## src/sv/cosine_nearest_vector_select_macros.svh

```systemverilog
// Assertion macros for the cosine nearest vector select block.
`ifndef COSINE_NEAREST_VECTOR_SELECT_MACROS_SVH
`define COSINE_NEAREST_VECTOR_SELECT_MACROS_SVH

`ifndef SYNTHESIS
// Property holds on every clock edge out of reset.
`define CNVS_ASSERT(lbl, prop, msg) \
  lbl: assert property (@(posedge clk) disable iff (rst) (prop)) else $error(msg);
// Antecedent implies consequent in the following cycle.
`define CNVS_ASSERT_NEXT(lbl, ante, cons, msg) \
  lbl: assert property (@(posedge clk) disable iff (rst) (ante) |=> (cons)) else $error(msg);
`else
`define CNVS_ASSERT(lbl, prop, msg)
`define CNVS_ASSERT_NEXT(lbl, ante, cons, msg)
`endif

`endif

```

## src/sv/cnvs_pkg.sv

```systemverilog
// Types, constants and micro-op table for the cosine nearest vector select block.
package cnvs_pkg;

  localparam int CNVS_COORD_BITS = 16;
  localparam int CNVS_ID_BITS    = 16;
  localparam int CFG_IDX_W       = 2;
  localparam int OP_W            = 4;

  // Register indexes on the config port
  localparam logic [CFG_IDX_W-1:0] REG_QUERY_X = 2'd0;
  localparam logic [CFG_IDX_W-1:0] REG_QUERY_Y = 2'd1;
  localparam logic [CFG_IDX_W-1:0] REG_QUERY_Z = 2'd2;

  // Start of each micro-op group
  localparam logic [OP_W-1:0] OP_DOT  = 4'd0;
  localparam logic [OP_W-1:0] OP_NORM = 4'd3;
  localparam logic [OP_W-1:0] OP_DSQ  = 4'd6;
  localparam logic [OP_W-1:0] OP_CMP  = 4'd8;

  typedef enum logic [3:0] {
    A_QX, A_QY, A_QZ, A_EX, A_EY, A_EZ, A_DOT, A_DSQ, A_BDSQ
  } a_src_t;

  typedef enum logic [2:0] {
    B_EX, B_EY, B_EZ, B_DOT, B_BNORM, B_NORM
  } b_src_t;

  typedef enum logic [1:0] {
    G_DOT, G_NORM, G_DSQ, G_CMP
  } grp_t;

  typedef struct packed {
    a_src_t     a_src;
    b_src_t     b_src;
    logic [1:0] sh;     // limb position of the product, in coordinate widths
    logic       clr;    // start a fresh accumulation
    logic       sub;    // subtract instead of add
    logic       last;   // final op of its group
    grp_t       grp;
  } uop_t;

  function automatic uop_t uop_decode(input logic [OP_W-1:0] op);
    uop_t u;
    u = '{a_src: A_QX, b_src: B_EX, sh: 2'd0, clr: 1'b0, sub: 1'b0,
          last: 1'b0, grp: G_DOT};
    unique case (op)
      4'd0:  begin u.a_src = A_QX; u.b_src = B_EX; u.clr = 1'b1; end
      4'd1:  begin u.a_src = A_QY; u.b_src = B_EY; end
      4'd2:  begin u.a_src = A_QZ; u.b_src = B_EZ; u.last = 1'b1; end
      4'd3:  begin u.a_src = A_EX; u.b_src = B_EX; u.clr = 1'b1; u.grp = G_NORM; end
      4'd4:  begin u.a_src = A_EY; u.b_src = B_EY; u.grp = G_NORM; end
      4'd5:  begin u.a_src = A_EZ; u.b_src = B_EZ; u.last = 1'b1; u.grp = G_NORM; end
      4'd6:  begin u.a_src = A_DOT; u.b_src = B_DOT; u.clr = 1'b1; u.grp = G_DSQ; end
      4'd7:  begin
        u.a_src = A_DOT; u.b_src = B_DOT; u.sh = 2'd1; u.last = 1'b1; u.grp = G_DSQ;
      end
      4'd8:  begin u.a_src = A_DSQ; u.b_src = B_BNORM; u.clr = 1'b1; u.grp = G_CMP; end
      4'd9:  begin u.a_src = A_DSQ; u.b_src = B_BNORM; u.sh = 2'd1; u.grp = G_CMP; end
      4'd10: begin u.a_src = A_DSQ; u.b_src = B_BNORM; u.sh = 2'd2; u.grp = G_CMP; end
      4'd11: begin u.a_src = A_DSQ; u.b_src = B_BNORM; u.sh = 2'd3; u.grp = G_CMP; end
      4'd12: begin u.a_src = A_BDSQ; u.b_src = B_NORM; u.sub = 1'b1; u.grp = G_CMP; end
      4'd13: begin
        u.a_src = A_BDSQ; u.b_src = B_NORM; u.sh = 2'd1; u.sub = 1'b1; u.grp = G_CMP;
      end
      4'd14: begin
        u.a_src = A_BDSQ; u.b_src = B_NORM; u.sh = 2'd2; u.sub = 1'b1; u.grp = G_CMP;
      end
      4'd15: begin
        u.a_src = A_BDSQ; u.b_src = B_NORM; u.sh = 2'd3; u.sub = 1'b1;
        u.last = 1'b1; u.grp = G_CMP;
      end
      default: ;
    endcase
    return u;
  endfunction

endpackage

```

## src/sv/cosine_nearest_vector_select.sv

```systemverilog
// Cosine-similarity argmax over a stream of 3-D vectors against a configured query.
// One entry is worked at a time: s_tready is high only in IDLE, so a new entry waits for
// a full compare, an early stop when the dot product is not positive, or a first hit,
// plus any result stall on the last entry. The single shared multiplier and its accumulator
// run 3 + 3 + 2 + 8 products per entry plus a settle and check per group.
// Reset (rst, synchronous): query registers cleared to 0, running best dropped, no result.
module cosine_nearest_vector_select
  import cnvs_pkg::*;
#(
  parameter int COORD_BITS = CNVS_COORD_BITS,
  parameter int ID_BITS    = CNVS_ID_BITS
) (
  input  logic                                        clk,
  input  logic                                        rst,
  // Entry stream
  input  logic                                        s_tvalid,
  output logic                                        s_tready,
  // s_tdata, low bit up: entry_id, entry_x, entry_y, entry_z, zero pad
  input  logic [((ID_BITS+3*COORD_BITS+7)/8)*8-1:0]   s_tdata,
  input  logic                                        s_tlast,   // last_entry
  // Result stream
  output logic                                        m_tvalid,
  input  logic                                        m_tready,
  // m_tdata, low bit up: best_id, zero pad
  output logic [((ID_BITS+7)/8)*8-1:0]                m_tdata,
  output logic                                        m_tuser,   // found
  // Config write channel
  input  logic                                        cfg_valid,
  output logic                                        cfg_ready,
  input  logic [CFG_IDX_W-1:0]                        cfg_index,
  input  logic [COORD_BITS-1:0]                       cfg_data
);

  `include "cosine_nearest_vector_select_macros.svh"

  // Datapath widths. Dot and squared norm of an entry stay below 2^(2*COORD_BITS),
  // so squared dot is 4 limbs and the cross products are 6 limbs of COORD_BITS.
  localparam int TDW_OUT = ((ID_BITS+7)/8)*8;
  localparam int DW      = 2*COORD_BITS;
  localparam int SW      = 4*COORD_BITS;
  localparam int AW      = COORD_BITS+1;
  localparam int BW      = 2*COORD_BITS+1;
  localparam int PW      = AW+BW;
  localparam int ACW     = 6*COORD_BITS+2;

  typedef enum logic [2:0] {IDLE, ISSUE, SETTLE, CHECK, FINISH} state_t;

  state_t state;

  // Query registers
  logic signed [COORD_BITS-1:0] qx, qy, qz;

  // Entry under work
  logic [ID_BITS-1:0]           ent_id;
  logic signed [COORD_BITS-1:0] ex, ey, ez;
  logic                         ent_last;
  logic [DW-1:0]                dot_e;
  logic [DW-1:0]                norm_e;
  logic [SW-1:0]                dsq_e;

  // Running best: squared dot and squared norm kept for the cross compare
  logic                         have_best;
  logic [DW-1:0]                best_norm;
  logic [SW-1:0]                best_dsq;
  logic [ID_BITS-1:0]           best_ident;

  // Sequencer and shared multiply-accumulate
  logic [OP_W-1:0]              op;
  uop_t                         u;
  grp_t                         chk_grp;
  logic signed [AW-1:0]         a_op;
  logic signed [BW-1:0]         b_op;
  logic signed [PW-1:0]         prod_c;
  logic signed [PW-1:0]         prod;
  logic                         p_vld;
  logic [1:0]                   p_sh;
  logic                         p_clr;
  logic                         p_sub;
  logic signed [ACW-1:0]        p_ext;
  logic signed [ACW-1:0]        p_shf;
  logic signed [ACW-1:0]        acc_base;
  logic signed [ACW-1:0]        acc_next;
  logic signed [ACW-1:0]        acc;
  logic                         acc_pos;

  logic [ID_BITS-1:0]           out_id;
  logic                         out_found;

  assign s_tready  = (state == IDLE);
  assign cfg_ready = 1'b1;
  assign m_tdata   = TDW_OUT'(out_id);
  assign m_tuser   = out_found;

  assign u = uop_decode(op);

  // Operand select: coordinates sign-extend, limbs and norms zero-extend
  always_comb begin
    case (u.a_src)
      A_QX:    a_op = {qx[COORD_BITS-1], qx};
      A_QY:    a_op = {qy[COORD_BITS-1], qy};
      A_QZ:    a_op = {qz[COORD_BITS-1], qz};
      A_EX:    a_op = {ex[COORD_BITS-1], ex};
      A_EY:    a_op = {ey[COORD_BITS-1], ey};
      A_EZ:    a_op = {ez[COORD_BITS-1], ez};
      A_DOT:   a_op = {1'b0, dot_e[u.sh[0]*COORD_BITS +: COORD_BITS]};
      A_DSQ:   a_op = {1'b0, dsq_e[u.sh*COORD_BITS +: COORD_BITS]};
      A_BDSQ:  a_op = {1'b0, best_dsq[u.sh*COORD_BITS +: COORD_BITS]};
      default: a_op = '0;
    endcase
    case (u.b_src)
      B_EX:    b_op = {{(COORD_BITS+1){ex[COORD_BITS-1]}}, ex};
      B_EY:    b_op = {{(COORD_BITS+1){ey[COORD_BITS-1]}}, ey};
      B_EZ:    b_op = {{(COORD_BITS+1){ez[COORD_BITS-1]}}, ez};
      B_DOT:   b_op = {1'b0, dot_e};
      B_BNORM: b_op = {1'b0, best_norm};
      B_NORM:  b_op = {1'b0, norm_e};
      default: b_op = '0;
    endcase
  end

  assign prod_c = a_op * b_op;

  // Accumulate stage, fed from the registered product in the cycle after the multiplier
  always_comb begin
    p_ext    = {{(ACW-PW){prod[PW-1]}}, prod};
    p_shf    = p_ext <<< (int'(p_sh) * COORD_BITS);
    acc_base = p_clr ? '0 : acc;
    acc_next = p_sub ? (acc_base - p_shf) : (acc_base + p_shf);
  end

  assign acc_pos = !acc[ACW-1] && (acc != '0);

  always_ff @(posedge clk) begin
    if (rst) begin
      state     <= IDLE;
      qx        <= '0;
      qy        <= '0;
      qz        <= '0;
      have_best <= 1'b0;
      p_vld     <= 1'b0;
      m_tvalid  <= 1'b0;
      op        <= OP_DOT;
    end else begin
      if (cfg_valid && cfg_ready) begin
        case (cfg_index)
          REG_QUERY_X: qx <= cfg_data;
          REG_QUERY_Y: qy <= cfg_data;
          REG_QUERY_Z: qz <= cfg_data;
          default: ;
        endcase
      end

      // A result taken this cycle drops valid unless the next one loads right now
      if (m_tvalid && m_tready && !(state == FINISH && ent_last)) m_tvalid <= 1'b0;

      if (p_vld) acc <= acc_next;
      p_vld <= (state == ISSUE);

      unique case (state)
        IDLE: begin
          if (s_tvalid) begin
            ent_id   <= s_tdata[ID_BITS-1:0];
            ex       <= s_tdata[ID_BITS +: COORD_BITS];
            ey       <= s_tdata[ID_BITS+COORD_BITS +: COORD_BITS];
            ez       <= s_tdata[ID_BITS+2*COORD_BITS +: COORD_BITS];
            ent_last <= s_tlast;
            op       <= OP_DOT;
            state    <= ISSUE;
          end
        end
        ISSUE: begin
          prod    <= prod_c;
          p_sh    <= u.sh;
          p_clr   <= u.clr;
          p_sub   <= u.sub;
          chk_grp <= u.grp;
          op      <= op + 1'b1;
          if (u.last) state <= SETTLE;
        end
        SETTLE: state <= CHECK;
        CHECK: begin
          unique case (chk_grp)
            G_DOT: begin
              // Only a positive dot product can score above zero
              if (acc_pos) begin
                dot_e <= acc[DW-1:0];
                op    <= OP_NORM;
                state <= ISSUE;
              end else begin
                state <= FINISH;
              end
            end
            G_NORM: begin
              norm_e <= acc[DW-1:0];
              op     <= OP_DSQ;
              state  <= ISSUE;
            end
            G_DSQ: begin
              dsq_e <= acc[SW-1:0];
              if (!have_best) begin
                have_best  <= 1'b1;
                best_dsq   <= acc[SW-1:0];
                best_norm  <= norm_e;
                best_ident <= ent_id;
                state      <= FINISH;
              end else begin
                op    <= OP_CMP;
                state <= ISSUE;
              end
            end
            G_CMP: begin
              // acc = dot_e^2 * norm_b - dot_b^2 * norm_e; strict win only
              if (acc_pos) begin
                best_dsq   <= dsq_e;
                best_norm  <= norm_e;
                best_ident <= ent_id;
              end
              state <= FINISH;
            end
            default: state <= FINISH;
          endcase
        end
        FINISH: begin
          if (!ent_last) begin
            state <= IDLE;
          end else if (!m_tvalid || m_tready) begin
            m_tvalid  <= 1'b1;
            out_id    <= have_best ? best_ident : '0;
            out_found <= have_best;
            have_best <= 1'b0;
            state     <= IDLE;
          end
        end
        default: state <= IDLE;
      endcase
    end
  end

  // A result without a hit carries id zero
  `CNVS_ASSERT(a_nohit_id_zero, !(m_tvalid && !m_tuser) || (m_tdata == '0), "id set without hit")
  // The accumulator pipe is drained before any group result is read
  `CNVS_ASSERT(a_pipe_drained, !(state == CHECK) || !p_vld, "check with pending product")
  // A held best always has a nonzero squared norm
  `CNVS_ASSERT(a_best_norm, !have_best || (best_norm != '0), "best with zero norm")
  // An accepted entry starts the dot product group
  `CNVS_ASSERT_NEXT(a_start_dot, s_tvalid && s_tready, (state == ISSUE) && (op == OP_DOT), "bad start")

endmodule
```

## config.mk

```make
export PLATFORM = sky130hd
export DESIGN_NAME = cosine_nearest_vector_select
export DESIGN_NICKNAME = d
export VERILOG_FILES = /design/src/sv/cnvs_pkg.sv /design/src/sv/cosine_nearest_vector_select.sv
export VERILOG_INCLUDE_DIRS = /design/src /design/src/sv
export SDC_FILE = /design/constraint.sdc
export NUM_CORES = 2
export LEC_CHECK = 0
export BUFFER_PORTS_ARGS = -buffer_cell sky130_fd_sc_hd__buf_2
export CELL_PAD_IN_SITES_DETAIL_PLACEMENT = 1
export CELL_PAD_IN_SITES_GLOBAL_PLACEMENT = 2
export CORE_AREA = 2 2 411 413
export DETAILED_ROUTE_END_ITERATION = 8
export DIE_AREA = 0 0 413 415
export PLACE_DENSITY = 0.58
export SLEW_MARGIN = 25
export SYNTH_ARGS = -nofsm -noshare
export SYNTH_HDL_FRONTEND = slang
export SYNTH_SLANG_ARGS = --single-unit
```

## constraint.sdc

```tcl
create_clock -name clk -period 21.5 [get_ports clk]
set_clock_uncertainty 0.05 [all_clocks]
set_input_delay 1.075 -clock clk [delete_from_list [all_inputs] [get_ports clk]]
set_output_delay 1.075 -clock clk [all_outputs]
set_load 0.03 [all_outputs]
```

==> metrics.csv <==
metric,value,unit
# nets final,5889,
Syn Nets,5884,
Setup crit start kind,flop,
cts bufs inserted,66,
synthesized area,49790,sq um
RSZ-0062 raised after global routing,false,
achievable frequency,86.07,MHz
"top cells by area, synth","edfxtp_1 (29%), fa_1 (22%), ha_1 (5.8%), inv_1 (4.6%), nand2_1 (4.0%)",
fin crit share,54.04,%
CP max stage delay,660,ps
Tmin final,11620,ps
all-layer global routing usage,22.04,%
vias per cell,5.120,
Synth Instances,5029,
antenna violations before repair,9,
max capacitance violation total,0,
Placer Congestion,0.8235,
Core Area,166700,sq um
Residual DRC,0,
area of the multi-input gates,31270,sq um
number of synthesized flops with an enable pin,476,
die area,171400,sq um
Final Max Slew Viols,0,
FF-to-FF setup slack,9880,ps
drt wl/cell,25.57,um
Fin Setup TNS,0,ps
"FF+latch count, synth",534,
status,"finished, final reports clean",
Final HPWL DP,145.0,mm
port bufs,106,
"CTS clk-pin slew, worst paths",60,ps
"area leader, netlist",edfxtp_1,
largest net degree at the start of global routing,69,
"count leader, synth",inv_1,
slowest CP cell,and3_1,
Site Rows,150,
top-area cell type share of the netlist area,28.71,%
Synth top cells by count,"inv_1 (616), fa_1 (537), nand2_1 (530)",
Root Buffer,clkbuf_16,
CTS tree,yes,
first-pass GRT wire length,280.3,mm
grt ovf,0,
Syn Area/Cell,9.901,sq um
Area Overhead vs Synth,10.92,%
final setup vio count,0,
Hold Fails Final Rpt,0,
final worst setup slack,9881,ps
Crit path arrival time,11960,ps
Die Ht,415,um
Longest Clk Path Bufs,3,
vias post-DR,37330,
vias in the first global route,40440,
sequential area share after synthesis,31.04,%
Synth Flop Type,edfxtp_1,
Most common cell on crit path,fa_1,
Hold Crit Class,flop to flop,
Crit Path Max Fanout,35,
fillcell total,18730,
Yosys cell types,89,
critical path type,flop to flop,
Ys Warns,0,
Post-CTS Resized,0,
Storage cell area,15450,sq um
I/O pins,108,
clock latency at the later pin of the worst-skew pair,670,ps
Worst Tran Pin Value,1085,ps
antenna-violating nets left,0,
CP endpoint kind,flop,
Initial Util,29.88,%
H-tree depth,3,
cts hold-fix bufs,0,
DRT iter0 DRCs,2396,
DRT Wirelength,186.5,mm
worst path required time,21840,ps
Synth async-reset ratio,0,%
Setup Buffers After CTS,0,
CTS Sinks,534,
share of cells above drive strength 1,9.397,%
dpl ws,9810,ps
Max-slew headroom,27.38,%
die width,413,um
drt pass-1 iters,8,
## critical path: cells and delay by family (launching register included)
kind                       cells  cell delay, ps
DFF                            1             520
and+or+nand+nor                4            1620
xor gates and xnor gates       1              80
AOI/OAI and AO/OA             13            3810
adders and majority gates      8            3700
buffers and inverters          7            1460
## placed cells by master, fill, tap and decap left out, types with 38 or more instances in the layout
cell type  instances
dfxtp_1           58
buf_2            110
o21ai_0          129
mux2_2            65
a21o_1            92
xor2_1            80
mux2i_1          103
nor2_1           499
ha_1             228
nand2b_1          58
clkbuf_16         66
fa_1             537
inv_1            616
mux4_2            38
and2_1            64
buf_4             78
xnor2_1          153
nor2b_1          127
edfxtp_1         476
nor3_1            46
a21oi_1          333
nand2_1          529
## metrics by stage
step	utilization (%)	instance area, sq um	hold WS (ps)	cells
floorplan	-	49790	350.3	5029
CTS	33.14	55230	370.1	7291
detailed placement	31.77	52950	356.3	7170
global placement	31.74	52900	350.9	7165
global route	33.14	55230	376.4	7291
finish	33.14	55230	369.3	7292
## kinds of logic after synthesis
| logic type | share of synthesized area [%] |
|---|---|
| fa+ha+maj | 27.37 |
| buf+inv | 6.637 |
| other cells | 0.007531 |
| mux | 5.259 |
| compound gates | 11.51 |
| xor+xnor | 4.099 |
| flops | 31.04 |
| simple gates | 14.08 |
## layout make-up
cell class                 count  share of cell area, %
multi-input combinational   3625                  56.61
sequential                   534                  27.98
tap                         2204                  4.993
inverter                     618                  4.202
clock buffer                  81                  3.147
timing repair buffer         189                  2.084
clock inverter                40                 0.9787
antenna                        1               0.004531
## path summary, 6_finish.rpt
check / startpoint / end / cells past startpoint
worst max-delay path: op[2] / prod[49] / 33
worst min-delay path: ent_id[14] / best_ident[14] / 0
worst max register to register: op[2] / prod[49] / 33
worst min register to register: ent_id[14] / best_ident[14] / 0
## sequential cells by signal, summed over array words and instances, names as in the netlist, 32 cells and up
name / count
acc: 98
best_dsq: 64
dsq_e: 64
prod: 50
best_norm: 32
dot_e: 32
norm_e: 32
## layer usage
metal	share of wire, %	global-route usage, %	vias to the layer above
met2	47	35.91	625
li1	-	-	16990
met4	2.3	4.653	0
met3	3.3	2.160	143
met1	47	31.57	19580
met5	0	0	-
Power is not shown: default switching activity piles up to over one toggle a cycle in this logic, so the estimate is an artifact.
